==> src/rtl/jchc_rem_unit.sv <==
// jchc_rem_unit: remainder of an entry index by the block length
// reciprocal multiply for the quotient, then back-multiply and one correction; depends on nothing
module jchc_rem_unit #(
    parameter int DIVIDEND_W = 10,
    parameter int DIVISOR    = 32,
    parameter int REM_W      = 5
) (
    input  logic                  aclk,
    input  logic                  aresetn,
    input  logic                  start,
    input  logic [DIVIDEND_W-1:0] dividend,
    output logic                  done,
    output logic [REM_W-1:0]      rem
);

    localparam int DVW   = $clog2(DIVISOR + 1);
    localparam int CW    = ((DIVIDEND_W > DVW) ? DIVIDEND_W : DVW) + 1;
    localparam int PRW   = 2 * DIVIDEND_W;
    localparam int RECIP = (1 << DIVIDEND_W) / DIVISOR;

    logic [DIVIDEND_W-1:0] dvd_reg;
    logic [DIVIDEND_W-1:0] quot_reg;
    logic                  busy_reg;
    logic [REM_W-1:0]      rem_reg;
    logic                  done_reg;
    logic [PRW-1:0]        prod;
    logic [CW-1:0]         back;
    logic [CW-1:0]         diff;
    logic [CW-1:0]         rem_fix;

    // quotient estimate is exact or one low, so one conditional subtract is enough
    always_comb begin
        prod = PRW'(dividend) * PRW'(RECIP);
        back = CW'(quot_reg) * CW'(DIVISOR);
        diff = CW'(dvd_reg) - back;
        if (diff >= CW'(DIVISOR)) begin
            rem_fix = diff - CW'(DIVISOR);
        end else begin
            rem_fix = diff;
        end
    end

    always_ff @(posedge aclk) begin
        if (!aresetn) begin
            busy_reg <= 1'b0;
            done_reg <= 1'b0;
        end else begin
            busy_reg <= start;
            done_reg <= busy_reg;
        end
    end

    always_ff @(posedge aclk) begin
        if (start) begin
            dvd_reg  <= dividend;
            quot_reg <= DIVIDEND_W'(prod >> DIVIDEND_W);
        end
        if (busy_reg) begin
            rem_reg <= REM_W'(rem_fix);
        end
    end

    assign done = done_reg;
    assign rem  = rem_reg;

endmodule

==> config.mk <==
export PLATFORM = sky130hd
export DESIGN_NAME = jchc_rem_unit
export DESIGN_NICKNAME = d
export VERILOG_FILES = /design/src/rtl/jchc_rem_unit.sv
export SDC_FILE = /design/constraint.sdc
export NUM_CORES = 1
export LEC_CHECK = 0
export ABC_CLOCK_PERIOD_IN_PS = 900
export BUFFER_PORTS_ARGS = -buffer_cell sky130_fd_sc_hd__buf_2
export CAP_MARGIN = 10
export CORE_AREA = 5 5 42 44
export DETAILED_ROUTE_END_ITERATION = 6
export DIE_AREA = 0 0 47 49
export HOLD_SLACK_MARGIN = 0.15
export PLACE_DENSITY = 0.56
export SKIP_CTS_REPAIR_TIMING = 1
export SYNTH_ARGS = -nofsm -noshare
export SYNTH_HDL_FRONTEND = slang
export SYNTH_SLANG_ARGS = --single-unit
export TNS_END_PERCENT = 100
==> constraint.sdc <==
create_clock -name aclk -period 0.9 [get_ports aclk]
set_input_delay 0.135 -clock aclk [delete_from_list [all_inputs] [get_ports aclk]]
set_output_delay 0.135 -clock aclk [all_outputs]
set_load 0.05 [all_outputs]
==> flow_metrics.tcl <==
set metrics [dict create \
    status "complete, but fails checks" \
    violations "setup timing" \
    drt_iter0_drc 0 \
    root_buffer "clkbuf_4" \
    critical_path.top_delay_family "flip-flops" \
    grt.total_usage 0.0523 \
    vias_per_cell 3.89 \
    synth_top_area_frac 0.851 \
    dp_hpwl_um 394 \
    ant_nets 0 \
    crit_arrival_ns 0.81 \
    firstDrtPassIters 1 \
    grt_first_pass_wirelength_um 772 \
    max-slew-margin-rel 0.843 \
    setup_viol 5 \
    grt-ovfl-total 0 \
    grtUsageMet1 0.0486 \
    synth_flop_cell "edfxtp_1" \
    start_util 0.252 \
    internal-power_uw 956 \
    rows 14 \
    endpoint_kind "primary output" \
    use_met3 0.0332 \
    finClkSkew_ns 0.000334 \
    swShare 0.213 \
    placed_cells 43 \
    hold_class "in -> reg" \
    nets 51 \
    critPathRequiredTime_ns 0.76 \
    comb_power_share 0.120 \
    critical_path_class "reg -> out" \
    synth.most_common_cell "edfxtp_1" \
    drv_slew 0 \
    path_cells "buf_6" \
    synth_top_area_cell "edfxtp_1" \
    crit_fanout 1 \
    p_seq_frac 0.546 \
    pwr-share-clk 0.334 \
    cpPeakStageDelay_ns 0.39 \
    die_w_um 47 \
    grt_max_degree 8 \
    period_share 1.05 \
    ys_seq_area_frac 0.965 \
    coreArea_sq_um 1400 \
    yosys_warnings 0 \
    synthesis.nets 27 \
    layout.cells.non_filler 53 \
    numCtsBuffers 3 \
    cts_max_path_buffers 2 \
    gp_congestion 0.635 \
    wirelength_um 529 \
    use_met2 0.0633 \
    layout_min_cycle_time_ns 0.948 \
    slowest_stage "edfxtp_1" \
    ys_ff_latch 12 \
    synth_area_leaders "edfxtp_1, dfxtp_1, and2_1" \
    critPathBufInv 1 \
    boundaryPins 19 \
    syn_inst 14 \
    vias 206 \
    hold_violations 0 \
    syn_area_sq_um 353 \
    grt_antenna_before_repair 0 \
    leakage_nw 0.229 \
    fin_area_sq_um 577 \
    crit_path_start_kind "register" \
    ir_drop_v 0.000856 \
    rsz0062_at_grt "true" \
    diodes 0 \
    clk_pin_slew_worst_paths_ns 0.07 \
    powerDensity_nw_per_um2 2110 \
    wl_per_cell_um 9.98 \
    cts_sinks 12 \
    clk_latency_ns 0.26 \
    grt_pass1_vias 204 \
    avgSynthCellArea_sq_um 25.2 \
    cts_tree "built" \
    die_y_um 49 \
    async_reset_ff_frac 0 \
    switchingPower_uw 258 \
    dieArea_sq_um 2300 \
    synth_edf_count 10 \
    fin_ws_ns -0.0483 \
    tightest_slew_ns 0.236 \
    fmax_mhz 1050 \
    portBuffers 13 \
    cts-htree-levels 1 \
    area_delta_synth_final_pct 63.5 \
    drc 0 \
    synthTopCellsByCount "edfxtp_1, and2_1, dfxtp_1" \
    drive_gt1_frac 0.486 \
    synthDistinctLibCells 3 \
    place_area_sq_um 438 \
    grt-busiest-layer "met4" \
    cap_violations 0 \
]
## cell type report
class | count | area (sq um)
sequential | 12 | 342
clock buffer | 4 | 36.3
fill | 134 | 825
multi-input combinational | 2 | 12.5
timing repair buffer | 19 | 166
tap | 16 | 20.0
## power groups by stage
stage / Sequential, mW / Clock [mW] / Combinational [mW]
floorplan: 0.735 / 0 / 0.00246
global placement: 0.669 / 0 / 0.103
detailed placement: 0.671 / 0 / 0.105
CTS: 0.659 / 0.422 / 0.105
global route: 0.667 / 0.452 / 0.152
finish: 0.663 / 0.405 / 0.146
## cell families (layout without fill, tap and decap cells)
group / Yosys count / in the layout / share of synthesized area
simple gates: 2 / 2 / 0.0355
flops: 12 / 12 / 0.965
buf+inv: 0 / 23 / 0
## per-stage QoR
stage	setup slack [ns]	hold WS, ns	power [mW]	util	TNS [ns]
floorplan	0.164	0.234	0.737	-	0
global placement	0.165	0.312	0.772	0.313	0
detailed placement	0.143	0.314	0.776	0.313	0
CTS	-0.0936	0.0357	1.19	0.338	-0.521
global route	-0.0929	0.165	1.27	0.412	-0.423
finish	-0.0483	0.162	1.21	0.412	-0.213
## final timing paths
check                       start              endpoint  slack (ns)  depth (start not counted)
min reg2reg  dvd_reg[3]$_DFFE_PP_      rem[3]$_DFFE_PP_        0.42                          0
min                         start  dvd_reg[1]$_DFFE_PP_        0.16                          1
max              rem[1]$_DFFE_PP_                rem[1]       -0.05                          1
max reg2reg   busy_reg$_SDFF_PN0_      rem[0]$_DFFE_PP_        0.14                          0
## cells in the final DEF, fill, tap and decap left out, drive strengths merged
cell type	instances
and2	2
buf	13
clkbuf	4
dfxtp	2
dlygate4sd3	6
edfxtp	10
## per-layer routing
layer,share of wire,vias to the layer above
met5,0,-
met4,0,0
met3,0.15,0
met2,0.50,13
met1,0.36,96
li1,-,97
Power figures use the tool's default switching activity.
